===== src/rtl/core/wmoc_pkg.sv =====
// Shared types and constants for the weighted mean and outlier clip block.
// Used by the channel interfaces, the divider and the top level. No dependencies.
`timescale 1ns / 1ps

package wmoc_pkg;

  localparam int WORD_W             = 32;
  localparam int ACC_W              = 64;
  localparam int DEF_MAX_DETECTIONS = 64;

  localparam logic [WORD_W-1:0] SIG_THR_RESET = 32'd196608;
  localparam logic [62:0]       SAT63         = {63{1'b1}};

  typedef logic [WORD_W-1:0] word_t;

  typedef struct packed {
    logic signed [31:0] magnitude;
    word_t              weight;
    word_t              clip_weight;
    logic               clipped;
    logic               last_item;
  } in_item_t;

  typedef struct packed {
    logic signed [31:0] mean_value;
    logic [37:0]        total_weight;
    logic [62:0]        chi_square;
    logic [62:0]        max_deviation_sq;
    logic [5:0]         degrees_freedom;
    logic [6:0]         fit_count;
    logic               clip_found;
    logic [5:0]         clip_index;
  } out_item_t;

  typedef struct packed {
    logic busy;
    logic done;
  } div_stat_t;

endpackage


===== src/rtl/core/wmoc_divider.sv =====
// Restoring unsigned divider, one quotient bit per cycle over the 64-bit dividend.
// Depends on wmoc_pkg for widths and the status struct.
`timescale 1ns / 1ps

module wmoc_divider #(
  parameter int DEN_W = wmoc_pkg::WORD_W + 6
) (
  input  logic                       clk,
  input  logic                       rst_n,
  input  logic                       start,
  input  logic [wmoc_pkg::ACC_W-1:0] dividend,
  input  logic [DEN_W-1:0]           divisor,
  output logic [wmoc_pkg::ACC_W-1:0] quotient,
  output wmoc_pkg::div_stat_t        stat
);
  import wmoc_pkg::*;

  localparam int CNT_W = $clog2(ACC_W);

  logic [ACC_W-1:0] dq_r;
  logic [DEN_W-1:0] rem_r;
  logic [CNT_W-1:0] cnt_r;
  logic             busy_r;
  logic             done_r;
  logic [DEN_W:0]   trial;
  logic             fits;

  // The dividend shifts out at the top while quotient bits shift in at the bottom.
  assign trial = {rem_r, dq_r[ACC_W-1]};
  assign fits  = trial >= {1'b0, divisor};

  always_ff @(posedge clk) begin
    if (!rst_n) begin
      busy_r <= 1'b0;
      done_r <= 1'b0;
      cnt_r  <= '0;
    end else begin
      done_r <= 1'b0;
      if (start) begin
        busy_r <= 1'b1;
        cnt_r  <= '0;
      end else if (busy_r) begin
        cnt_r <= cnt_r + CNT_W'(1);
        if (cnt_r == CNT_W'(ACC_W - 1)) begin
          busy_r <= 1'b0;
          done_r <= 1'b1;
        end
      end
    end
  end

  always_ff @(posedge clk) begin
    if (start) begin
      dq_r  <= dividend;
      rem_r <= '0;
    end else if (busy_r) begin
      rem_r <= fits ? DEN_W'(trial - {1'b0, divisor}) : trial[DEN_W-1:0];
      dq_r  <= {dq_r[ACC_W-2:0], fits};
    end
  end

  assign quotient  = dq_r;
  assign stat.busy = busy_r;
  assign stat.done = done_r;

endmodule


===== config.mk =====
export PLATFORM = sky130hd
export DESIGN_NAME = wmoc_divider
export DESIGN_NICKNAME = d
export VERILOG_FILES = /design/src/rtl/core/wmoc_pkg.sv /design/src/rtl/core/wmoc_divider.sv
export SDC_FILE = /design/constraint.sdc
export NUM_CORES = 1
export LEC_CHECK = 0
export BUFFER_PORTS_ARGS = -buffer_cell sky130_fd_sc_hd__buf_4
export CAP_MARGIN = 30
export CORE_UTILIZATION = 35
export CTS_CLUSTER_DIAMETER = 150
export CTS_CLUSTER_SIZE = 28
export DETAILED_ROUTE_END_ITERATION = 7
export PLACE_DENSITY = 0.6
export SLEW_MARGIN = 20
export SYNTH_ARGS = -nofsm -noshare
export SYNTH_HDL_FRONTEND = slang
export SYNTH_SLANG_ARGS = --single-unit

===== constraint.sdc =====
create_clock -name clk -period 3.2 [get_ports clk]
set_input_delay 0.16 -clock clk [delete_from_list [all_inputs] [get_ports clk]]
set_output_delay 0.16 -clock clk [all_outputs]
set_load 0.05 [all_outputs]

# Word-level counts from Yosys, hierarchy flattened
# Index checks and enable logic that the tools add are counted.
[word_totals]
reg_bits = 110
inputBits = 105
[classes]
muxes = 7
n_reduce_logical = 3
n_eq_ne = 1
add_sub_neg = 2
n_bitwise = 2
order_cmp = 1
[ops]
columns = ["operator", "count"]
rows = [
  ["2-to-1 mux 64 bit", 2],
  [">= comparator 39 x 38 -> 1 bit", 1],
  ["2-to-1 mux 38 bit", 1],
  ["subtractor 38 bit", 1],
  ["adder 6 x 1 -> 6 bit, second input constant", 1],
  ["equality test 6 bit, second input constant", 1],
  ["2-to-1 mux 1 bit", 4],
  ["OR reduction 3 bit", 1],
  ["NOT 1 bit", 2],
  ["nonzero test 2 bit", 1],
  ["OR reduction 2 bit", 1],
]

# Logic depth before layout (Yosys ltp)
# Gate-level depths: netlist (run 1).
[logic_depth]
depth_word = 4
ltp_mapped = 13
mapped_depth_nobuf = 12

# Worst setup path after synthesis (run 1)
# No wires, ideal clock.
[synth_timing]
path_kind = "register to register"
from = "register dq_r[63], in the netlist quotient[63]"
to = "register rem_r[37]"
setup_slack_ns = 0.344
required_time_ns = 3.109
path_stages_with_launch = 12
arrival_time_ns = 2.765
n_path_buf = 0
path_cell_list = "edfxtp_1 > inv_1 > ha_1 > nor2b_2 > o2111ai_1 > a2111oi_2 > o21ai_1 > a21oi_2 > nand3_1 > and3b_1 > or3_1 > a311oi_1"
[synth_between]
elab_chain_len = 2
word_cells_on_any_way = 3
[synth_lines]
columns = ["item", "line", "source"]
rows = [
  ["from (decl)", "wmoc_divider.sv:20", "logic [ACC_W-1:0] dq_r;"],
  ["from (signal assigned)", "wmoc_divider.sv:54", "dq_r <= dividend;"],
  ["from (signal assigned)", "wmoc_divider.sv:58", "dq_r <= {dq_r[ACC_W-2:0], fits};"],
  ["subtractor 38 bit or >= comparator 39 x 38 -> 1 bit (tied branches)", "wmoc_divider.sv:57, wmoc_divider.sv:30", ""],
  ["2-to-1 mux 38 bit *", "wmoc_divider.sv:57", "rem_r <= fits ? DEN_W'(trial - {1'b0, divisor}) : trial[DEN_W-1:0];"],
  ["to (signal assigned)", "wmoc_divider.sv:57", ""],
  ["to (decl)", "wmoc_divider.sv:21", "logic [DEN_W-1:0] rem_r;"],
]
# Mark *: on every way between the ends. The rest lies on a longest branch, timed or not.
# A chain may end at the register's enable or synchronous reset.

# Worst setup path after layout (run 1)
[layout_timing]
from = "register rem_r[2]"
to = "register rem_r[14]"
[layout_between]
elab_chain_len = 2
word_cells_on_any_way = 3
[layout_lines]
columns = ["item", "line"]
rows = [
  ["subtractor 38 bit or >= comparator 39 x 38 -> 1 bit (tied branches)", "wmoc_divider.sv:57, wmoc_divider.sv:30"],
  ["2-to-1 mux 38 bit *", "wmoc_divider.sv:57"],
]
# Marks and branches as above.

==> run summary, run 1 <==
Detailed routing
• average wire length per cell after detail routing: 15.3 um
• total wire length after detailed routing: 17400 um
• first-iteration detailed-routing DRC count: 359
• Via Count: 5715
• remaining design rule violation count: 0
• via count normalized by instance count: 5.01
• first-pass detailed-route iteration total: 5
• post-route ant nets: 0

Global route
• maximum number of pins on one net before global-route repair: 55
• initial antenna violation count: 0
• global-route wire length before repair: 27100 um
• total global routing overflow: 0
• via count of the first global-routing pass: 5525
• total global-route track usage: 0.166

STA
• count of endpoints failing hold in the final timing report: 0
• highest clock rate: 338 MHz
• final critical-path required period: 2.96 ns
• period utilization: 0.924
• setup TNS: 0 ns
• final setup violation count: 0
• RSZ-0062 raised after global routing: false
• Hold Worst Slack: 0.0342 ns
• Final Max Slew Viols: 0
• post-route clock skew: 0.0114 ns
• Tightest Pin Transition: 0.626 ns
• worst slew slack as a fraction of its limit: 0.583

Setup path
• Slowest Stage Delay on Critical Path: 0.36 ns
• r2r setup slk: 0.24 ns
• Critical path buffers and inverters: 1
• reg-to-reg critical path endpoint: rem_r[14]
• crit start category: flop
• data required time at the worst endpoint: 3.43 ns
• cells along the critical path: ha_1, a21o_1, a21oi_2, nand3_1, a221oi_4, o31ai_2, o21ai_4, buf_12, mux2_2, mux2i_1, nor2_1
• Reg2Reg Launch Point: rem_r[2]
• CP delay by family, top: compound AO/OA/AOI/OAI gates
• nature of the critical path endpoint: flop
• highest fanout seen on the critical path: 28
• worst-path cell with the longest stage delay: ha_1
• stages on the worst setup path: 11
• type of the worst setup path: flop to flop
• arrival time of the worst setup path: 3.19 ns
• number of cells traversed by the worst register-to-register path: 11

Clocking
• Max H-tree Level: 3
• later-pin clock latency in the skew report: 0.36 ns
• CTS buffer count: 9
• buffer depth of the longest clock path: 2
• master cell of the clock root buffer: clkbuf_16
• CTS clk-pin slew, worst paths: 0.08 ns
• count of clock tree sinks: 110
• CTS tree: yes

Floorplanning
• ports placed on the boundary: 171
• Initial Util: 0.360
• Chip Width: 144 um
• Row Count: 51
• area of the core: 19600 um2
• DIE HEIGHT: 144 um
• DIE AREA: 20700 um2

Logic synthesis
• Primary FF master, synth: edfxtp_1
• net count after synthesis: 869
• Post-synth EDFFs: 64
• Post-Syn Area per Cell: 9.75 um2
• library cell occupying the most area in the post-synthesis netlist: edfxtp_1
• most used standard cells in the synthesized netlist: nor2_1 (77), mux2_2 (67), edfxtp_1 (64)
• sequential-to-total area share from yosys stat: 0.403
• netlist area before placement: 7060 um2
• post-synthesis cell count: 724
• flip-flop and latch count after synthesis: 110
• share of Yosys cell area claimed by the top area cell type: 0.272
• Netlist cell types: 67
• Async SR Flop Fraction: 0
• Warnings, synthesis: 0
• library cell with the highest instance count after synthesis: nor2_1
• top post-synthesis cells by area: edfxtp_1 (27%), dfxtp_1 (13%), mux2_2 (11%), ha_1 (6.9%), nor2_1 (4.1%)

Job
• number of max-cap violations: 0

Finish
• synthesis-to-finish area growth: 25.7%
• Post-Route Utilization: 0.453
• number of antenna cells inserted: 0
• fraction of final layout cells with drive strength greater than 1: 0.322
• net count of the finished layout: 1016

Pwr
• sum of internal, switching and leakage power: 0.00416 W
• Static Leak: 3.89 nW
• Power Density: 469 nW/um2
• worst voltage drop across the vdd grid: 0.228 mV

Min path
• HP Start: rst_n
• end point of the worst hold path: busy_r
• Tightest Hold Check Type: input port to flop
• number of stages on the worst hold path: 2

Outcome
• run status: complete, no violations

Placement
• buffers added on ports: 170
• Final Wtd Congestion: 0.820
• HPWL after detailed placement: 13100 um

flip-flops by register name, indices dropped and copies added (netlist names):
signal and count:
busy_r 1, cnt_r 6, done_r 1, quotient 64, rem_r 38
metal layers:
layer | track usage | vias to the layer above | wire length (um)
met5 | 0 | - | 0
met1 | 0.215 | 2668 | 8030
met2 | 0.285 | 99 | 8610
li1 | - | 2932 | -
met4 | 0.0532 | 0 | 253
met3 | 0.0225 | 16 | 521
cells in the final DEF, fill, tap and decap left out, types with 8 or more instances in the layout:
master / count
nand4_1: 16
ha_1: 39
a31oi_1: 8
edfxtp_1: 64
a21oi_1: 53
buf_4: 179
o21ai_0: 22
nor3_1: 9
clkbuf_16: 9
a211oi_1: 29
mux2_2: 67
inv_1: 46
xor2_1: 15
mux2i_1: 20
a21o_1: 18
xnor2_1: 20
nor2_1: 77
nand2_1: 42
dfxtp_1: 45
worst max path at each step:
| stage | from | to | slack [ns] |
|---|---|---|---|
| after CTS | rem_r[0] | rem_r[14] | 0.17 |
| after floorplan | quotient[63] | rem_r[37] | 0.34 |
| final | rem_r[2] | rem_r[14] | 0.24 |
| after detailed placement | rem_r[0] | rem_r[14] | 0.17 |
| after global placement | rem_r[0] | rem_r[7] | 0.27 |
| after global routing | rem_r[10] | rem_r[34] | 0.03 |
logic make-up (layout without fill, tap and decap cells):
kind of cell / Yosys count / count (layout) / share of synthesized area
XOR/XNOR: 35 / 35 / 0.0434
adder cells (fa/ha/maj): 40 / 40 / 0.0719
AO/OA/AOI/OAI: 180 / 180 / 0.174
multiplexers: 87 / 87 / 0.135
AND/OR/NAND/NOR: 181 / 181 / 0.118
buffers and inverters: 91 / 243 / 0.0548
flip-flops: 110 / 110 / 0.403
what timing repair did:
action                                  4_1_cts  5_1_grt
resized for setup                             0        3
hold buffers                                  0        0
endpoints found under the setup margin        0        5
endpoints found under the hold margin         0        0
setup buffers                                 0        0
where the power goes:
part / switching [W] / total, W / leakage (nW) / internal (W)
clock network: 0.000554 / 0.00110 / 0.132 / 0.000542
logic: 0.000807 / 0.00134 / 2.73 / 0.000537
registers: 0.0000766 / 0.00172 / 1.02 / 0.00165
final cells by class:
| class | count | area (um2) |
|---|---|---|
| fill | 1916 | 10700 |
| multi-input combinational | 523 | 3860 |
| sequential | 110 | 2840 |
| timing repair buffer | 181 | 1380 |
| tap | 265 | 332 |
| clock buffer | 10 | 229 |
| inverter | 46 | 173 |
| clock inverter | 6 | 52.6 |
per-stage QoR:
stage               setup WS (ns)  instances  area [um2]
floorplan                   0.344        724        7060
global placement            0.270       1125        8560
detailed placement          0.175       1125        8560
CTS                         0.167       1141        8840
global route               0.0272       1141        8870
finish                      0.242       1141        8870
worst reg2reg max path: stages, from the launching register on:
cell	delay (ns)
dfxtp_1	0.34
ha_1	0.36
a21o_1	0.23
a21oi_2	0.24
nand3_1	0.19
a221oi_4	0.34
o31ai_2	0.18
o21ai_4	0.21
buf_12	0.20
mux2_2	0.35
mux2i_1	0.13
nor2_1	0.05
No activity file was read; power rests on OpenSTA's default activity.
==> run 2, diff against run 1 <==
Settings changed: BUFFER_PORTS_ARGS -buffer_cell sky130_fd_sc_hd__buf_4 to default, DONT_BUFFER_PORTS from default to 1, PLACE_DENSITY 0.6 to 0.53.
==> run 2 against run 1 <==
Clock power rose by 8%. Total power fell by 2.9%. Wire length fell by 4.2%. Via count fell by 7.7%. Combinational power fell by 40%. Final area fell by 13%. Critical path type unchanged. Critical endpoint is now rem_r[18].
==> run summary, run 2 (same netlist as run 1, synthesis figures left out) <==
Global route
• global-route wire length before repair: 26000 um
• initial antenna violation count: 0
• via count of the first global-routing pass: 5213
• maximum number of pins on one net before global-route repair: 69
• total global-route track usage: 0.160
• total global routing overflow: 0

Pwr
• Clk network pwr share: 0.294
• Static Leak: 3.15 nW
• Power Density: 522 nW/um2
• switch share: 0.360
• switching power total: 0.00145 W
• internal power: 0.00259 W
• share of total power in sequential cells: 0.505
• worst voltage drop across the vdd grid: 0.229 mV
• Logic pwr share: 0.200

Floorplanning
• ports placed on the boundary: 171
• area of the core: 19600 um2
• Chip Width: 144 um
• DIE AREA: 20700 um2
• Initial Util: 0.360
• DIE HEIGHT: 144 um
• Row Count: 51

Job
• number of max-cap violations: 0

STA
• post-route clock skew: 0.0118 ns
• final critical-path required period: 2.99 ns
• setup TNS: 0 ns
• Tightest Pin Transition: 0.727 ns
• RSZ-0062 raised after global routing: false
• highest clock rate: 334 MHz
• period utilization: 0.935
• Final Max Slew Viols: 0
• worst slew slack as a fraction of its limit: 0.515
• count of endpoints failing hold in the final timing report: 0
• final setup violation count: 0

Clocking
• buffer depth of the longest clock path: 2
• Max H-tree Level: 3
• CTS buffer count: 9
• later-pin clock latency in the skew report: 0.37 ns
• master cell of the clock root buffer: clkbuf_16
• CTS clk-pin slew, worst paths: 0.09 ns
• number of gates resized after CTS: 0
• CTS tree: yes
• count of clock tree sinks: 110

Min path
• HP Start: dividend[14]
• number of stages on the worst hold path: 1
• end point of the worst hold path: quotient[14]
• Tightest Hold Check Type: input port to flop

Placement
• Final Wtd Congestion: 0.846
• total placed cells including tap cells: 952
• HPWL after detailed placement: 12400 um
• buffers added on ports: 0

Detailed routing
• met3 WL: 931 um
• Routed met2 length: 7930 um
• routed length on met1: 7620 um
• post-route ant nets: 0
• Top Metal Used: met4
• total wire length after detailed routing: 16700 um
• average wire length per cell after detail routing: 17.0 um
• first-iteration detailed-routing DRC count: 192
• via count normalized by instance count: 5.37
• remaining design rule violation count: 0
• Via Count: 5276
• first-pass detailed-route iteration total: 4

Finish
• number of antenna cells inserted: 0
• fraction of final layout cells with drive strength greater than 1: 0.153
• most common cell after layout, fill and taps aside: nor2_1
• synthesis-to-finish area growth: 9.82%
• most frequent cells in the layout: nor2_1 (77), mux2_2 (67), edfxtp_1 (64)
• final cell count without fillers: 983
• net count of the finished layout: 858
• number of flip-flops in the largest register: 64

Setup path
• data required time at the worst endpoint: 3.45 ns
• reg-to-reg critical path endpoint: rem_r[18]
• Reg2Reg Launch Point: rem_r[0]
• crit start category: flop
• type of the worst setup path: flop to flop
• nature of the critical path endpoint: flop
• highest fanout seen on the critical path: 27
• r2r setup slk: 0.21 ns
• arrival time of the worst setup path: 3.24 ns
• number of cells traversed by the worst register-to-register path: 11

Outcome
• run status: complete, no violations

==> run 2: cell types whose count changed in the layout (fill, tap and decap cells not counted), sizes merged <==
cell,change
clkinvlp,-2
clkinv,+1
dlygate4sd3,+14
inv,+2
buf,-172
clkbuf,-1
==> run 2: what timing repair did <==
| item | 4_1_cts | 5_1_grt |
|---|---|---|
| setup buffers | 0 | 0 |
| setup endpoints to repair | 0 | 0 |
| endpoints found under the hold margin | 52 | 0 |
| hold buffers | 15 | 0 |
==> run 2: stage by stage <==
step / utilization / worst slack, ns / hold slack [ns] / area (um2) / total power, W
final: 0.396 / 0.208 / 0.0119 / 7750 / 0.00404
after global routing: 0.396 / 0.0350 / 0.000626 / 7750 / 0.00424
after CTS: 0.396 / 0.218 / 0.000284 / 7750 / 0.00409
after detailed placement: 0.372 / 0.239 / 0.256 / 7280 / 0.00286
after global placement: 0.372 / 0.315 / 0.245 / 7280 / 0.00285
after floorplan: - / 0.344 / 0.288 / 7060 / 0.00270
==> run 2: per-layer routing <==
layer	vias up	track usage
li1	2622	-
met3	13	0.0377
met4	0	0.0498
met2	164	0.267
met1	2477	0.203
met5	-	0
==> run 2: final cells by class <==
type / count / area [um2]
clock inverters: 7 / 88.8
inverters: 46 / 173
clock buffers: 9 / 225
fillers: 1923 / 11800
repair buffers: 23 / 258
multi-input cells: 523 / 3830
flip-flops and latches: 110 / 2850
well taps: 265 / 332
==> run 2: power groups by stage <==
stage | Combinational, W | Sequential, W | Clock, W
after CTS | 0.000813 | 0.00205 | 0.00123
after detailed placement | 0.000781 | 0.00208 | 0
final | 0.000810 | 0.00204 | 0.00119
after global routing | 0.000906 | 0.00206 | 0.00127
after global placement | 0.000775 | 0.00207 | 0
after floorplan | 0.000659 | 0.00204 | 0
==> run 2: worst max-delay path: stages, from the launching register on <==
cell and delay [ns]:
dfxtp_1 0.41, ha_1 0.26, nor2b_2 0.16, o2111ai_1 0.30, nand3_1 0.16, a221oi_2 0.35
o31ai_2 0.19, o21ai_4 0.25, buf_12 0.20, mux2_2 0.35, mux2i_1 0.16, nor2_1 0.07
==> run 2: worst max path at each step <==
stage,to,start,slack [ns],depth (start not counted)
after floorplan,rem_r[37],quotient[63],0.34,11
after global placement,rem_r[2],rem_r[0],0.31,11
after detailed placement,rem_r[37],rem_r[0],0.24,10
after CTS,rem_r[18],rem_r[0],0.22,11
after global routing,rem_r[18],rem_r[0],0.03,11
final,rem_r[18],rem_r[0],0.21,11
==> run 3, diff against run 2 <==
Settings changed: ABC_AREA from default to 1.
==> run 3 against run 2 <==
The run now ends with design-rule violations left. Worst hold slack gained 0.0064 ns. Sequential power shrank 3%. Die area grew 11%. Critical path depth grew 3. Synthesized cell count grew 67%. Critical endpoint is now rem_r[37].
==> run summary, run 3 <==
Setup path
• number of cells traversed by the worst register-to-register path: 14
• reg-to-reg critical path endpoint: rem_r[37]
• data required time at the worst endpoint: 3.46 ns
• worst-path cell with the longest stage delay: ha_1
• type of the worst setup path: flop to flop
• cells along the critical path: ha_1, a21oi_1, nand2_1, nand2_1, nand2_1, a21oi_1, nand2_2, nand2_2, buf_12, nand3_1, nand2_1, inv_1, nand2_1, nand2_1
• arrival time of the worst setup path: 2.69 ns
• crit start category: flop
• r2r setup slk: 0.77 ns
• Reg2Reg Launch Point: rem_r[25]
• nature of the critical path endpoint: flop
• Slowest Stage Delay on Critical Path: 0.34 ns
• highest fanout seen on the critical path: 25
• CP most frequent cell: nand2_1

Logic synthesis
• flip-flop and latch count after synthesis: 110
• post-synthesis cell count: 1209
• Primary FF master, synth: edfxtp_1
• most used standard cells in the synthesized netlist: nand2_1 (498), inv_1 (190), nand3_1 (112)
• Async SR Flop Fraction: 0
• sequential-to-total area share from yosys stat: 0.361
• share of Yosys cell area claimed by the top area cell type: 0.244
• Netlist cell types: 33
• library cell with the highest instance count after synthesis: nand2_1
• Post-synth EDFFs: 64
• net count after synthesis: 1354
• top post-synthesis cells by area: edfxtp_1 (24%), nand2_1 (24%), dfxtp_1 (12%), inv_1 (9.0%), nand3_1 (7.1%)
• netlist area before placement: 7880 um2
• library cell occupying the most area in the post-synthesis netlist: edfxtp_1
• Warnings, synthesis: 0
• Post-Syn Area per Cell: 6.52 um2

Detailed routing
• first-iteration detailed-routing DRC count: 437
• via count normalized by instance count: 4.84
• remaining design rule violation count: 12
• Via Count: 7473
• post-route ant nets: 0
• total wire length after detailed routing: 22600 um
• first-pass detailed-route iteration total: 7
• average wire length per cell after detail routing: 14.6 um

Floorplanning
• Initial Util: 0.359
• Chip Width: 152 um
• DIE AREA: 23100 um2
• Row Count: 54
• area of the core: 22000 um2
• DIE HEIGHT: 152 um
• ports placed on the boundary: 171

Global route
• total global routing overflow: 0
• initial antenna violation count: 0
• global-route wire length before repair: 36500 um
• via count of the first global-routing pass: 7159
• total global-route track usage: 0.197
• maximum number of pins on one net before global-route repair: 66

Clocking
• CTS clk-pin slew, worst paths: 0.08 ns
• later-pin clock latency in the skew report: 0.36 ns
• Max H-tree Level: 3
• master cell of the clock root buffer: clkbuf_16
• count of clock tree sinks: 110
• CTS tree: yes
• CTS buffer count: 9
• number of gates resized after CTS: 0
• buffer depth of the longest clock path: 2

STA
• final setup violation count: 0
• Final Max Slew Viols: 0
• final critical-path required period: 2.43 ns
• setup TNS: 0 ns
• Tightest Pin Transition: 0.766 ns
• highest clock rate: 411 MHz
• post-route clock skew: 0.0111 ns
• period utilization: 0.759
• slack of the critical path: 0.770 ns
• worst slew slack as a fraction of its limit: 0.489
• RSZ-0062 raised after global routing: false
• count of endpoints failing hold in the final timing report: 0

Min path
• Tightest Hold Check Type: input port to flop
• number of stages on the worst hold path: 2
• HP Start: start
• end point of the worst hold path: quotient[63]

Placement
• Final Wtd Congestion: 0.915
• pre-CTS setup slack: 0.768 ns
• total placed cells including tap cells: 1463
• HPWL after detailed placement: 16700 um
• buffers added on ports: 0

Finish
• most frequent cells in the layout: nand2_1 (498), inv_1 (188), nand3_1 (112)
• synthesis-to-finish area growth: 15.6%
• number of fill cells: 2343
• number of flip-flops in the largest register: 64
• number of antenna cells inserted: 0
• fraction of final layout cells with drive strength greater than 1: 0.0403
• final cell count without fillers: 1545
• most common cell after layout, fill and taps aside: nand2_1
• Post-Route Utilization: 0.415
• net count of the finished layout: 1405

Outcome
• failing checks: design-rule violations
• run status: finished, violations left

Pwr
• worst voltage drop across the vdd grid: 0.267 mV
• Static Leak: 4.67 nW
• Power Density: 390 nW/um2

Job
• number of max-cap violations: 0

-- run 3: changes by cell type after synthesis, moves of 15 or more --
cell	before	now
mux2i_1	20	0
mux2_2	67	0
a211oi_1	29	1
xor2_1	15	0
a21oi_1	53	34
a21o_1	18	0
nand3_1	5	112
inv_1	46	190
nand2_1	42	498
-- run 3: cells by family after synthesis --
| kind of cell | Yosys count | share of synthesized area |
|---|---|---|
| AOI/OAI and AO/OA | 79 | 0.0528 |
| xor gates and xnor gates | 20 | 0.0222 |
| adders and majority gates | 40 | 0.0644 |
| buffers and inverters | 233 | 0.119 |
| DFF | 110 | 0.361 |
| and+or+nand+nor | 727 | 0.381 |
-- run 3: worst max-delay path: cells and delay by family, from the launching register on --
kind	cells	cell delay, ns
adder cells (fa/ha/maj)	1	0.34
flip-flops	1	0.33
AO/OA/AOI/OAI	2	0.45
AND/OR/NAND/NOR	9	0.92
buffers and inverters	2	0.29
-- run 3: cell type report --
class	count	area, um2	area share
Tap cell	280	350	0.0384
Multi-Input combinational cell	866	4100	0.450
Clock inverter	7	80.1	0.00878
Clock buffer	9	225	0.0247
Sequential cell	110	2840	0.312
Inverter	198	744	0.0817
Timing Repair Buffer	75	771	0.0845
-- run 3: metal layers --
| metal | vias to the layer above | part of all wire | wire length [um] | track usage |
|---|---|---|---|---|
| met4 | 0 | 0.016 | 361 | 0.0534 |
| li1 | 3857 | - | - | - |
| met5 | - | 0 | 0 | 0 |
| met1 | 3370 | 0.48 | 10900 | 0.267 |
| met3 | 25 | 0.065 | 1470 | 0.0388 |
| met2 | 221 | 0.43 | 9830 | 0.317 |
-- run 3: worst max path at each step --
stage                      start          end  slack, ns  cells after the start
floorplan                 busy_r  quotient[0]       0.18                      3
global placement       rem_r[33]  quotient[0]       0.78                      8
detailed placement  quotient[63]    rem_r[22]       0.77                     15
CTS                 quotient[63]    rem_r[22]       0.77                     15
global route        quotient[63]    rem_r[24]       0.48                     16
finish                 rem_r[25]    rem_r[37]       0.77                     14
-- run 3: timing repair --
action | 4_1_cts | 5_1_grt
endpoints found under the hold margin | 61 | 1
setup buffers | 0 | 0
hold buffers | 64 | 2
-- run 3: stage by stage --
stage / hold WS, ns / cell area (um2) / total power [W]
finish: 0.0182 / 9120 / 0.00355
global route: 0.0137 / 9120 / 0.00371
CTS: 0.00551 / 9100 / 0.00361
detailed placement: 0.302 / 8130 / 0.00233
global placement: 0.310 / 8130 / 0.00233
floorplan: 0.289 / 7880 / 0.00224
-- run 3: where the power goes --
group	leakage [nW]	internal [W]	switching, W
clock network	0.146	0.000561	0.000614
registers	1.03	0.00161	0.000354
logic	3.49	0.000161	0.000249
total	4.67	0.00233	0.00122
